**src/sv/calu_pkg.sv**
```systemverilog
// Shared operation codes, flag positions and stage word types for the flag ALU.
package calu_pkg;

    localparam int unsigned OP_W = 5;

    localparam logic [OP_W-1:0] OP_ADD   = 5'd0;
    localparam logic [OP_W-1:0] OP_ADC   = 5'd1;
    localparam logic [OP_W-1:0] OP_SUB   = 5'd2;
    localparam logic [OP_W-1:0] OP_SBC   = 5'd3;
    localparam logic [OP_W-1:0] OP_AND   = 5'd4;
    localparam logic [OP_W-1:0] OP_XOR   = 5'd5;
    localparam logic [OP_W-1:0] OP_OR    = 5'd6;
    localparam logic [OP_W-1:0] OP_CP    = 5'd7;
    localparam logic [OP_W-1:0] OP_INC   = 5'd8;
    localparam logic [OP_W-1:0] OP_DEC   = 5'd9;
    localparam logic [OP_W-1:0] OP_RLCA  = 5'd10;
    localparam logic [OP_W-1:0] OP_RRCA  = 5'd11;
    localparam logic [OP_W-1:0] OP_RLA   = 5'd12;
    localparam logic [OP_W-1:0] OP_RRA   = 5'd13;
    localparam logic [OP_W-1:0] OP_RLC   = 5'd14;
    localparam logic [OP_W-1:0] OP_RRC   = 5'd15;
    localparam logic [OP_W-1:0] OP_RL    = 5'd16;
    localparam logic [OP_W-1:0] OP_RR    = 5'd17;
    localparam logic [OP_W-1:0] OP_SLA   = 5'd18;
    localparam logic [OP_W-1:0] OP_SRA   = 5'd19;
    localparam logic [OP_W-1:0] OP_SRL   = 5'd20;
    localparam logic [OP_W-1:0] OP_SWAP  = 5'd21;
    localparam logic [OP_W-1:0] OP_BIT   = 5'd22;
    localparam logic [OP_W-1:0] OP_SET   = 5'd23;
    localparam logic [OP_W-1:0] OP_RES   = 5'd24;
    localparam logic [OP_W-1:0] OP_DAA   = 5'd25;
    localparam logic [OP_W-1:0] OP_CPL   = 5'd26;
    localparam logic [OP_W-1:0] OP_SCF   = 5'd27;
    localparam logic [OP_W-1:0] OP_CCF   = 5'd28;
    localparam logic [OP_W-1:0] OP_ADD16 = 5'd29;
    localparam logic [OP_W-1:0] OP_ADDSP = 5'd30;

    localparam int unsigned FLAG_Z = 3;
    localparam int unsigned FLAG_N = 2;
    localparam int unsigned FLAG_H = 1;
    localparam int unsigned FLAG_C = 0;

    localparam logic [7:0] DAA_LIMIT  = 8'h99;
    localparam logic [3:0] DAA_DIGIT  = 4'h9;
    localparam logic [7:0] DAA_CORR_L = 8'h06;
    localparam logic [7:0] DAA_CORR_H = 8'h60;

    // decode stage word
    typedef struct packed {
        logic [OP_W-1:0] op;
        logic [15:0]     a;
        logic [15:0]     b;
        logic [3:0]      f;
        logic            cin;
        logic            h;
        logic [7:0]      mask;
        logic [7:0]      daa_corr;
        logic            daa_c;
    } s1_t;

    // execute stage word
    typedef struct packed {
        logic [15:0] res;
        logic [7:0]  zbyte;
        logic        zuse;
        logic        zalt;
        logic        n;
        logic        h;
        logic        c;
    } s2_t;

endpackage

```
**src/sv/calu_decode.sv**
```systemverilog
// First stage: operand capture, carry-in, half carry, bit mask and decimal adjust correction.
module calu_decode
(
    input  logic                      clk,
    input  logic                      rst_n,
    input  logic                      in_valid,
    output logic                      in_ready,
    input  logic [calu_pkg::OP_W-1:0] op,
    input  logic [15:0]               a,
    input  logic [15:0]               b,
    input  logic [2:0]                bi,
    input  logic [3:0]                f,
    output logic                      out_valid,
    input  logic                      out_ready,
    output calu_pkg::s1_t             out_word
);

    logic          valid_reg;
    logic          valid_next;
    calu_pkg::s1_t word_reg;
    calu_pkg::s1_t word_next;
    logic [4:0]    nib_add;
    logic [4:0]    nib_sub;
    logic [12:0]   sum12;
    logic          neg;

    assign in_ready  = !valid_reg || out_ready;
    assign out_valid = valid_reg;
    assign out_word  = word_reg;

    always_comb
    begin
        word_next      = '0;
        word_next.op   = op;
        word_next.a    = a;
        word_next.b    = b;
        word_next.f    = f;
        word_next.cin  = ((op == calu_pkg::OP_ADC) || (op == calu_pkg::OP_SBC))
                         ? f[calu_pkg::FLAG_C] : 1'b0;
        word_next.mask = 8'(1) << bi;

        nib_add = {1'b0, a[3:0]} + {1'b0, b[3:0]} + {4'b0, word_next.cin};
        nib_sub = {1'b0, a[3:0]} - {1'b0, b[3:0]} - {4'b0, word_next.cin};
        sum12   = {1'b0, a[11:0]} + {1'b0, b[11:0]};

        case (op)
            calu_pkg::OP_ADD, calu_pkg::OP_ADC, calu_pkg::OP_ADDSP:
                word_next.h = nib_add[4];
            calu_pkg::OP_SUB, calu_pkg::OP_SBC, calu_pkg::OP_CP:
                word_next.h = nib_sub[4];
            calu_pkg::OP_INC:
                word_next.h = (a[3:0] == 4'hF);
            calu_pkg::OP_DEC:
                word_next.h = (a[3:0] == 4'h0);
            calu_pkg::OP_ADD16:
                word_next.h = sum12[12];
            default:
                word_next.h = 1'b0;
        endcase

        neg = f[calu_pkg::FLAG_N];
        if (f[calu_pkg::FLAG_H] || (!neg && (a[3:0] > calu_pkg::DAA_DIGIT)))
        begin
            word_next.daa_corr = word_next.daa_corr | calu_pkg::DAA_CORR_L;
        end
        if (f[calu_pkg::FLAG_C] || (!neg && (a[7:0] > calu_pkg::DAA_LIMIT)))
        begin
            word_next.daa_corr = word_next.daa_corr | calu_pkg::DAA_CORR_H;
            word_next.daa_c    = 1'b1;
        end
    end

    assign valid_next = in_ready ? in_valid : valid_reg;

    always_ff @(posedge clk or negedge rst_n)
    begin
        if (!rst_n)
        begin
            valid_reg <= 1'b0;
        end
        else
        begin
            valid_reg <= valid_next;
        end
    end

    always_ff @(posedge clk)
    begin
        if (in_valid && in_ready)
        begin
            word_reg <= word_next;
        end
    end

endmodule

```
**src/sv/calu_exec.sv**
```systemverilog
// Second stage: result and N/H/C flags per operation, zero source selection.
module calu_exec
(
    input  logic          clk,
    input  logic          rst_n,
    input  logic          in_valid,
    output logic          in_ready,
    input  calu_pkg::s1_t in_word,
    output logic          out_valid,
    input  logic          out_ready,
    output calu_pkg::s2_t out_word
);

    logic          valid_reg;
    logic          valid_next;
    calu_pkg::s2_t word_reg;
    calu_pkg::s2_t word_next;
    logic [7:0]    a8;
    logic [7:0]    b8;
    logic          fz;
    logic          fc;
    logic [8:0]    add9;
    logic [8:0]    sub9;
    logic [16:0]   add17;
    logic [8:0]    sp9;
    logic [7:0]    r8;

    assign in_ready  = !valid_reg || out_ready;
    assign out_valid = valid_reg;
    assign out_word  = word_reg;

    always_comb
    begin
        a8    = in_word.a[7:0];
        b8    = in_word.b[7:0];
        fz    = in_word.f[calu_pkg::FLAG_Z];
        fc    = in_word.f[calu_pkg::FLAG_C];
        add9  = {1'b0, a8} + {1'b0, b8} + {8'b0, in_word.cin};
        sub9  = {1'b0, a8} - {1'b0, b8} - {8'b0, in_word.cin};
        add17 = {1'b0, in_word.a} + {1'b0, in_word.b};
        sp9   = {1'b0, a8} + {1'b0, b8};
        r8    = a8;

        word_next      = '0;
        word_next.zuse = 1'b1;
        word_next.h    = in_word.h;

        case (in_word.op)
            calu_pkg::OP_ADD, calu_pkg::OP_ADC:
            begin
                r8          = add9[7:0];
                word_next.c = add9[8];
            end
            calu_pkg::OP_SUB, calu_pkg::OP_SBC:
            begin
                r8          = sub9[7:0];
                word_next.n = 1'b1;
                word_next.c = sub9[8];
            end
            calu_pkg::OP_CP:
            begin
                word_next.zbyte = sub9[7:0];
                word_next.zuse  = 1'b0;
                word_next.zalt  = (sub9[7:0] == 8'h00);
                word_next.n     = 1'b1;
                word_next.c     = sub9[8];
            end
            calu_pkg::OP_AND:
            begin
                r8          = a8 & b8;
                word_next.h = 1'b1;
            end
            calu_pkg::OP_XOR:
                r8 = a8 ^ b8;
            calu_pkg::OP_OR:
                r8 = a8 | b8;
            calu_pkg::OP_INC:
            begin
                r8          = a8 + 8'd1;
                word_next.c = fc;
            end
            calu_pkg::OP_DEC:
            begin
                r8          = a8 - 8'd1;
                word_next.n = 1'b1;
                word_next.c = fc;
            end
            calu_pkg::OP_RLCA, calu_pkg::OP_RLC:
            begin
                r8             = {a8[6:0], a8[7]};
                word_next.c    = a8[7];
                word_next.zuse = (in_word.op == calu_pkg::OP_RLC);
            end
            calu_pkg::OP_RRCA, calu_pkg::OP_RRC:
            begin
                r8             = {a8[0], a8[7:1]};
                word_next.c    = a8[0];
                word_next.zuse = (in_word.op == calu_pkg::OP_RRC);
            end
            calu_pkg::OP_RLA, calu_pkg::OP_RL:
            begin
                r8             = {a8[6:0], fc};
                word_next.c    = a8[7];
                word_next.zuse = (in_word.op == calu_pkg::OP_RL);
            end
            calu_pkg::OP_RRA, calu_pkg::OP_RR:
            begin
                r8             = {fc, a8[7:1]};
                word_next.c    = a8[0];
                word_next.zuse = (in_word.op == calu_pkg::OP_RR);
            end
            calu_pkg::OP_SLA:
            begin
                r8          = {a8[6:0], 1'b0};
                word_next.c = a8[7];
            end
            calu_pkg::OP_SRA:
            begin
                r8          = {a8[7], a8[7:1]};
                word_next.c = a8[0];
            end
            calu_pkg::OP_SRL:
            begin
                r8          = {1'b0, a8[7:1]};
                word_next.c = a8[0];
            end
            calu_pkg::OP_SWAP:
                r8 = {a8[3:0], a8[7:4]};
            calu_pkg::OP_BIT:
            begin
                word_next.zuse = 1'b0;
                word_next.zalt = ((a8 & in_word.mask) == 8'h00);
                word_next.h    = 1'b1;
                word_next.c    = fc;
            end
            calu_pkg::OP_SET, calu_pkg::OP_RES:
            begin
                r8 = (in_word.op == calu_pkg::OP_SET) ? (a8 | in_word.mask)
                                                       : (a8 & ~in_word.mask);
                word_next.zuse = 1'b0;
                word_next.zalt = fz;
                word_next.n    = in_word.f[calu_pkg::FLAG_N];
                word_next.h    = in_word.f[calu_pkg::FLAG_H];
                word_next.c    = fc;
            end
            calu_pkg::OP_DAA:
            begin
                r8 = in_word.f[calu_pkg::FLAG_N] ? (a8 - in_word.daa_corr)
                                                  : (a8 + in_word.daa_corr);
                word_next.n = in_word.f[calu_pkg::FLAG_N];
                word_next.c = in_word.daa_c;
            end
            calu_pkg::OP_CPL:
            begin
                r8             = ~a8;
                word_next.zuse = 1'b0;
                word_next.zalt = fz;
                word_next.n    = 1'b1;
                word_next.h    = 1'b1;
                word_next.c    = fc;
            end
            calu_pkg::OP_SCF, calu_pkg::OP_CCF:
            begin
                word_next.zuse = 1'b0;
                word_next.zalt = fz;
                word_next.c    = (in_word.op == calu_pkg::OP_SCF) ? 1'b1 : !fc;
            end
            default:
            begin
                word_next.zuse = 1'b0;
            end
        endcase

        word_next.res = {8'h00, r8};
        if (word_next.zuse)
        begin
            word_next.zbyte = r8;
        end

        case (in_word.op)
            calu_pkg::OP_ADD16:
            begin
                word_next.res  = add17[15:0];
                word_next.zalt = fz;
                word_next.c    = add17[16];
            end
            calu_pkg::OP_ADDSP:
            begin
                word_next.res = in_word.a + {{8{b8[7]}}, b8};
                word_next.c   = sp9[8];
            end
            calu_pkg::OP_CP, calu_pkg::OP_BIT:
                word_next.res = {8'h00, a8};
            default:
            begin
                if (in_word.op > calu_pkg::OP_ADDSP)
                begin
                    // unused code: word and flags pass through
                    word_next.res  = in_word.a;
                    word_next.zalt = fz;
                    word_next.n    = in_word.f[calu_pkg::FLAG_N];
                    word_next.h    = in_word.f[calu_pkg::FLAG_H];
                    word_next.c    = fc;
                end
            end
        endcase
    end

    assign valid_next = in_ready ? in_valid : valid_reg;

    always_ff @(posedge clk or negedge rst_n)
    begin
        if (!rst_n)
        begin
            valid_reg <= 1'b0;
        end
        else
        begin
            valid_reg <= valid_next;
        end
    end

    always_ff @(posedge clk)
    begin
        if (in_valid && in_ready)
        begin
            word_reg <= word_next;
        end
    end

endmodule

```
**src/sv/calu_flags.sv**
```systemverilog
// Third stage: zero detect, flag assembly and output register.
module calu_flags
(
    input  logic          clk,
    input  logic          rst_n,
    input  logic          in_valid,
    output logic          in_ready,
    input  calu_pkg::s2_t in_word,
    output logic          out_valid,
    input  logic          out_ready,
    output logic [15:0]   result,
    output logic [3:0]    flags
);

    logic        valid_reg;
    logic        valid_next;
    logic [15:0] result_reg;
    logic [3:0]  flags_reg;
    logic [3:0]  flags_next;
    logic        z;

    assign in_ready  = !valid_reg || out_ready;
    assign out_valid = valid_reg;
    assign result    = result_reg;
    assign flags     = flags_reg;

    always_comb
    begin
        z          = in_word.zuse ? (in_word.zbyte == 8'h00) : in_word.zalt;
        flags_next = '0;
        flags_next[calu_pkg::FLAG_Z] = z;
        flags_next[calu_pkg::FLAG_N] = in_word.n;
        flags_next[calu_pkg::FLAG_H] = in_word.h;
        flags_next[calu_pkg::FLAG_C] = in_word.c;
    end

    assign valid_next = in_ready ? in_valid : valid_reg;

    always_ff @(posedge clk or negedge rst_n)
    begin
        if (!rst_n)
        begin
            valid_reg <= 1'b0;
        end
        else
        begin
            valid_reg <= valid_next;
        end
    end

    always_ff @(posedge clk)
    begin
        if (in_valid && in_ready)
        begin
            result_reg <= in_word.res;
            flags_reg  <= flags_next;
        end
    end

endmodule

```
**src/sv/cpu_alu_with_flags.sv**
```systemverilog
// Top level: three-stage pipelined 8/16-bit ALU with Z/N/H/C flags.
//
//  word      | direction | handshake             | payload
//  ----------+-----------+-----------------------+----------------------------------------
//  request   | in        | req_valid / req_ready | req_type, operand_a, operand_b,
//            |           |                       | bit_index, flags_in
//  response  | out       | res_valid / res_ready | result_value, flags_out
//
// res_valid rises once an accepted word has passed the decode, execute and flag registers.
// One word per cycle sustained while res_ready stays high. Stages: decode (half carry, mask,
// DAA correction), execute, flag assembly.
// Reset clears the stage valid bits only; the pipeline is empty after reset.
// A stall on res_ready backs up stage by stage; each stage holds its word until taken.
module cpu_alu_with_flags
(
    input  logic                      clk,
    input  logic                      rst_n,
    input  logic                      req_valid,
    output logic                      req_ready,
    input  logic [calu_pkg::OP_W-1:0] req_type,
    input  logic [15:0]               operand_a,
    input  logic [15:0]               operand_b,
    input  logic [2:0]                bit_index,
    input  logic [3:0]                flags_in,
    output logic                      res_valid,
    input  logic                      res_ready,
    output logic [15:0]               result_value,
    output logic [3:0]                flags_out
);

    logic          s1_valid;
    logic          s1_ready;
    calu_pkg::s1_t s1_word;
    logic          s2_valid;
    logic          s2_ready;
    calu_pkg::s2_t s2_word;

    calu_decode u_decode
    (
        .clk       (clk),
        .rst_n     (rst_n),
        .in_valid  (req_valid),
        .in_ready  (req_ready),
        .op        (req_type),
        .a         (operand_a),
        .b         (operand_b),
        .bi        (bit_index),
        .f         (flags_in),
        .out_valid (s1_valid),
        .out_ready (s1_ready),
        .out_word  (s1_word)
    );

    calu_exec u_exec
    (
        .clk       (clk),
        .rst_n     (rst_n),
        .in_valid  (s1_valid),
        .in_ready  (s1_ready),
        .in_word   (s1_word),
        .out_valid (s2_valid),
        .out_ready (s2_ready),
        .out_word  (s2_word)
    );

    calu_flags u_flags
    (
        .clk       (clk),
        .rst_n     (rst_n),
        .in_valid  (s2_valid),
        .in_ready  (s2_ready),
        .in_word   (s2_word),
        .out_valid (res_valid),
        .out_ready (res_ready),
        .result    (result_value),
        .flags     (flags_out)
    );

endmodule
```
**config.mk**
```make
export PLATFORM = sky130hd
export DESIGN_NAME = cpu_alu_with_flags
export DESIGN_NICKNAME = d
export VERILOG_FILES = /design/src/sv/calu_pkg.sv /design/src/sv/calu_decode.sv /design/src/sv/calu_exec.sv /design/src/sv/calu_flags.sv /design/src/sv/cpu_alu_with_flags.sv
export SDC_FILE = /design/constraint.sdc
export NUM_CORES = 1
export LEC_CHECK = 0
export ABC_AREA = 0
export CAP_MARGIN = 0
export CELL_PAD_IN_SITES_DETAIL_PLACEMENT = 0
export CELL_PAD_IN_SITES_GLOBAL_PLACEMENT = 1
export CORE_MARGIN = 4
export CORE_UTILIZATION = 50
export DETAILED_ROUTE_END_ITERATION = 6
export DONT_BUFFER_PORTS = 1
export PLACE_DENSITY_LB_ADDON = 0.2
export REMOVE_ABC_BUFFERS = 1
export SYNTH_ARGS = -nofsm -noshare
export SYNTH_HDL_FRONTEND = slang
export SYNTH_HIERARCHICAL = 1
export SYNTH_SLANG_ARGS = --single-unit
```
**constraint.sdc**
```tcl
create_clock -name clk -period 4.7 [get_ports clk]
set_clock_uncertainty 0.15 [all_clocks]
set_input_delay 0 -clock clk [delete_from_list [all_inputs] [get_ports clk]]
set_output_delay 0 -clock clk [all_outputs]
set_load 0.02 [all_outputs]
```
==> results.md <==
- CTS Buffer Depth: 2
- Worst Path Buf+Inv: 1
- EDFF count, synth: 103
- CP Launch Type: flop
- Top Ports: 70
- Initial Util: 51.3%
- CTS Hold Buffers Added: 50
- Slowest stage cell, crit path: edfxtp_1
- Die height: 133 um
- Number of core rows: 45
- CTS resizes: 0
- Fin crit share: 84.4%
- Fmax: 0.252 GHz
- Diode count: 0
- Status: complete, no violations
- Root Driver: clkbuf_16
- Register area share after synthesis: 40.5%
- CTS tree: done
- WP data arrival: 3890 ps
- Die Area: 17700 um^2
- Reg clk slew, reported paths: 80 ps
- H-tree Lvls: 3
- Worst Hold Class: input port to flop
- Dpl cell area: 8100 um^2
- Min-delay src: req_type[2]
- # DRC: 0
- Post-synth ARST share: 2.83%
- Vias per inst: 6.30
- Crit. End Element: flop
- Max reg flops: 54
- Worst r2r src: u_decode/out_word[59]
- Period minus WS final: 3970 ps
- Crit Path Class: flop to flop
- # nets final: 989
- Initial antenna violation count: 0
- Setup crit start: u_decode/out_word[59]
- Fill cell total of the finished layout: 1311
- Postcts setup bufs: 0
- Avg Cell Area, Syn: 9.59 um^2
- Total negative setup slack: 0 ps
- Hold Vio Cnt, Final: 0
- DP HPWL: 18.5 mm
- Share of layout cells above drive strength 1: 5.86%
- PnR worst setup slack: 732 ps
- Final Setup Violations: 0
- Worst-Skew Late Latency: 360 ps
- Measured slew at the worst slew-check pin: 1100 ps
- # clock sinks: 106
- Mapped Area: 7830 um^2
- CP Cell Sequence: nor2b_1 > o21ai_0 > a21oi_1 > nand2_1 > nand3_1 > a2111oi_0 > buf_4 > o21ai_1 > a211oi_1 > o22ai_1
- CP peak stage delay: 1040 ps
- CP max FO: 27
- Critical path data required time: 4630 ps
- Synth unique cells: 71
- IO buf count: 0
- Relative slew slack: 25.8%
- Total length of routed wires: 24.3 mm
- Core Box Area: 15300 um^2
- Leakage: 3.50 nW
- Leading area contributor after synthesis: edfxtp_1
- Number of max-cap violations: 0
- Ys Warns: 6
- RSZ-0062 raised after global routing: false
- Tot GR Track Use: 27.1%
- 1st-iter DRT viols: 956
- First-pass GRT wire length: 37.2 mm
- Largest delay share family, worst path: compound AO/OA/AOI/OAI gates
- Vias post-DR: 6811
- Post-route ant nets: 0
- CTS buffer count: 9
- Slew Viols, Final: 0
- Remaining global-route overflow: 0
- Die W: 133 um
- Layout area overhead: 13.5%
- DRT Pass-1 Iters: 6
- Yosys top cell area share: 39.5%
- Routed len/inst: 22.5 um
- Place WS: 777 ps
- Largest net degree at the start of global routing: 55
- Yosys reg bits: 106
- GPL Wtd Cong: 0.994
- Cell count after synthesis: 816
- Vias in the first global route: 6492
- Worst VDD drop: 181 uV
- Final Cell Area: 8880 um^2
- Ranking of synthesized cells by area: edfxtp_1, ha_1, a21oi_1, nand2_1, o21ai_0
- Post-synth top flop: edfxtp_1
- Power Density: 306 nW/um^2
## metrics by stage
stage / instances / util, % / hold WS (ps) / total power, mW
finish: 1081 / 58.2 / 24.4 / 2.71
global route: 1081 / 58.2 / 31.5 / 2.85
CTS: 1081 / 58.2 / 6.25 / 2.71
detailed placement: 1015 / 53.1 / -445 / 1.95
global placement: 1015 / 53.1 / -446 / 1.94
floorplan: 782 / - / -446 / 1.74
## per-layer routing
layer / share of wire [%] / vias to the layer above / GRT usage, %
li1: - / 3158 / -
met1: 43 / 3212 / 37.9
met2: 44 / 380 / 41.2
met3: 8.9 / 61 / 5.70
met4: 3.5 / 0 / 11.2
met5: 0 / - / 0
## cells in the final DEF, fill, tap and decap left out, types with 6 or more instances in the layout
master,count
edfxtp_1,103
nand2_1,77
ha_1,72
nor2_1,59
a21oi_1,58
inv_1,51
dlygate4sd3_1,50
o21ai_0,45
xor2_1,24
xnor2_1,24
nor3_1,23
buf_4,22
nand3_1,19
a22oi_1,18
a21o_1,13
nand2b_1,12
nor2b_1,12
o211ai_1,11
o22ai_1,11
mux2i_1,10
clkbuf_16,9
o221ai_1,9
nand4_1,8
o31ai_1,7
a31oi_1,6
## synth_stat cells (all sizes together) (5+ instances only)
master / count
or2: 5
a211oi: 6
nand4: 8
or3: 5
mux2i: 10
o211ai: 11
nand2b: 12
edfxtp: 103
nand2: 77
o22ai: 11
o21bai: 5
a221oi: 6
nor4: 5
o21ai: 50
nor2b: 12
o31ai: 7
and2: 5
xnor2: 24
nor2: 59
o32ai: 5
inv: 51
xor2: 24
nand3: 19
a22oi: 18
o2111ai: 5
ha: 72
a31oi: 6
a21o: 13
nor3: 24
buf: 18
a21oi: 59
clkbuf: 19
o221ai: 9
## worst reg2reg max path: cells and delay by family (launching register included)
family / cells / cell delay [ps]
DFF: 1 / 1040
AOI/OAI and AO/OA: 6 / 1790
and+or+nand+nor: 3 / 500
buffers and inverters: 1 / 220
## area by class of cell
type / instances / area [um^2] / area share [%]
inverters: 53 / 199 / 2.24
flip-flops and latches: 106 / 3170 / 35.7
multi-input cells: 623 / 4300 / 48.4
clock inverters: 7 / 58.8 / 0.662
well taps: 211 / 264 / 2.97
clock buffers: 9 / 225 / 2.54
repair buffers: 72 / 666 / 7.49
## where the power goes
group,leakage [nW],switching [mW],total [mW],internal (mW)
registers,1.04,0.0904,1.25,1.16
logic,2.32,0.453,0.740,0.287
clock network,0.134,0.356,0.725,0.369
## kinds of logic after synthesis
logic type      Yosys count  synth area share (%)
compound gates          240                  20.5
mux                      11                  1.42
flops                   106                  40.5
fa+ha+maj                76                  12.5
xor+xnor                 48                  5.37
other cells               1                0.0479
buf+inv                  90                  4.78
simple gates            244                  14.9
## final timing paths
kind	end	slack, ps	cells after the start
max	u_exec/out_word[10]	730	10
min	u_decode/out_word[17]	20	4
max reg2reg	u_exec/out_word[10]	730	10
min reg2reg	u_flags/result[9]	270	0
max in group asynchronous	u_exec/out_valid	3930	2
min in group asynchronous	u_flags/out_valid	320	2
No activity file was read; power rests on OpenSTA's default activity.
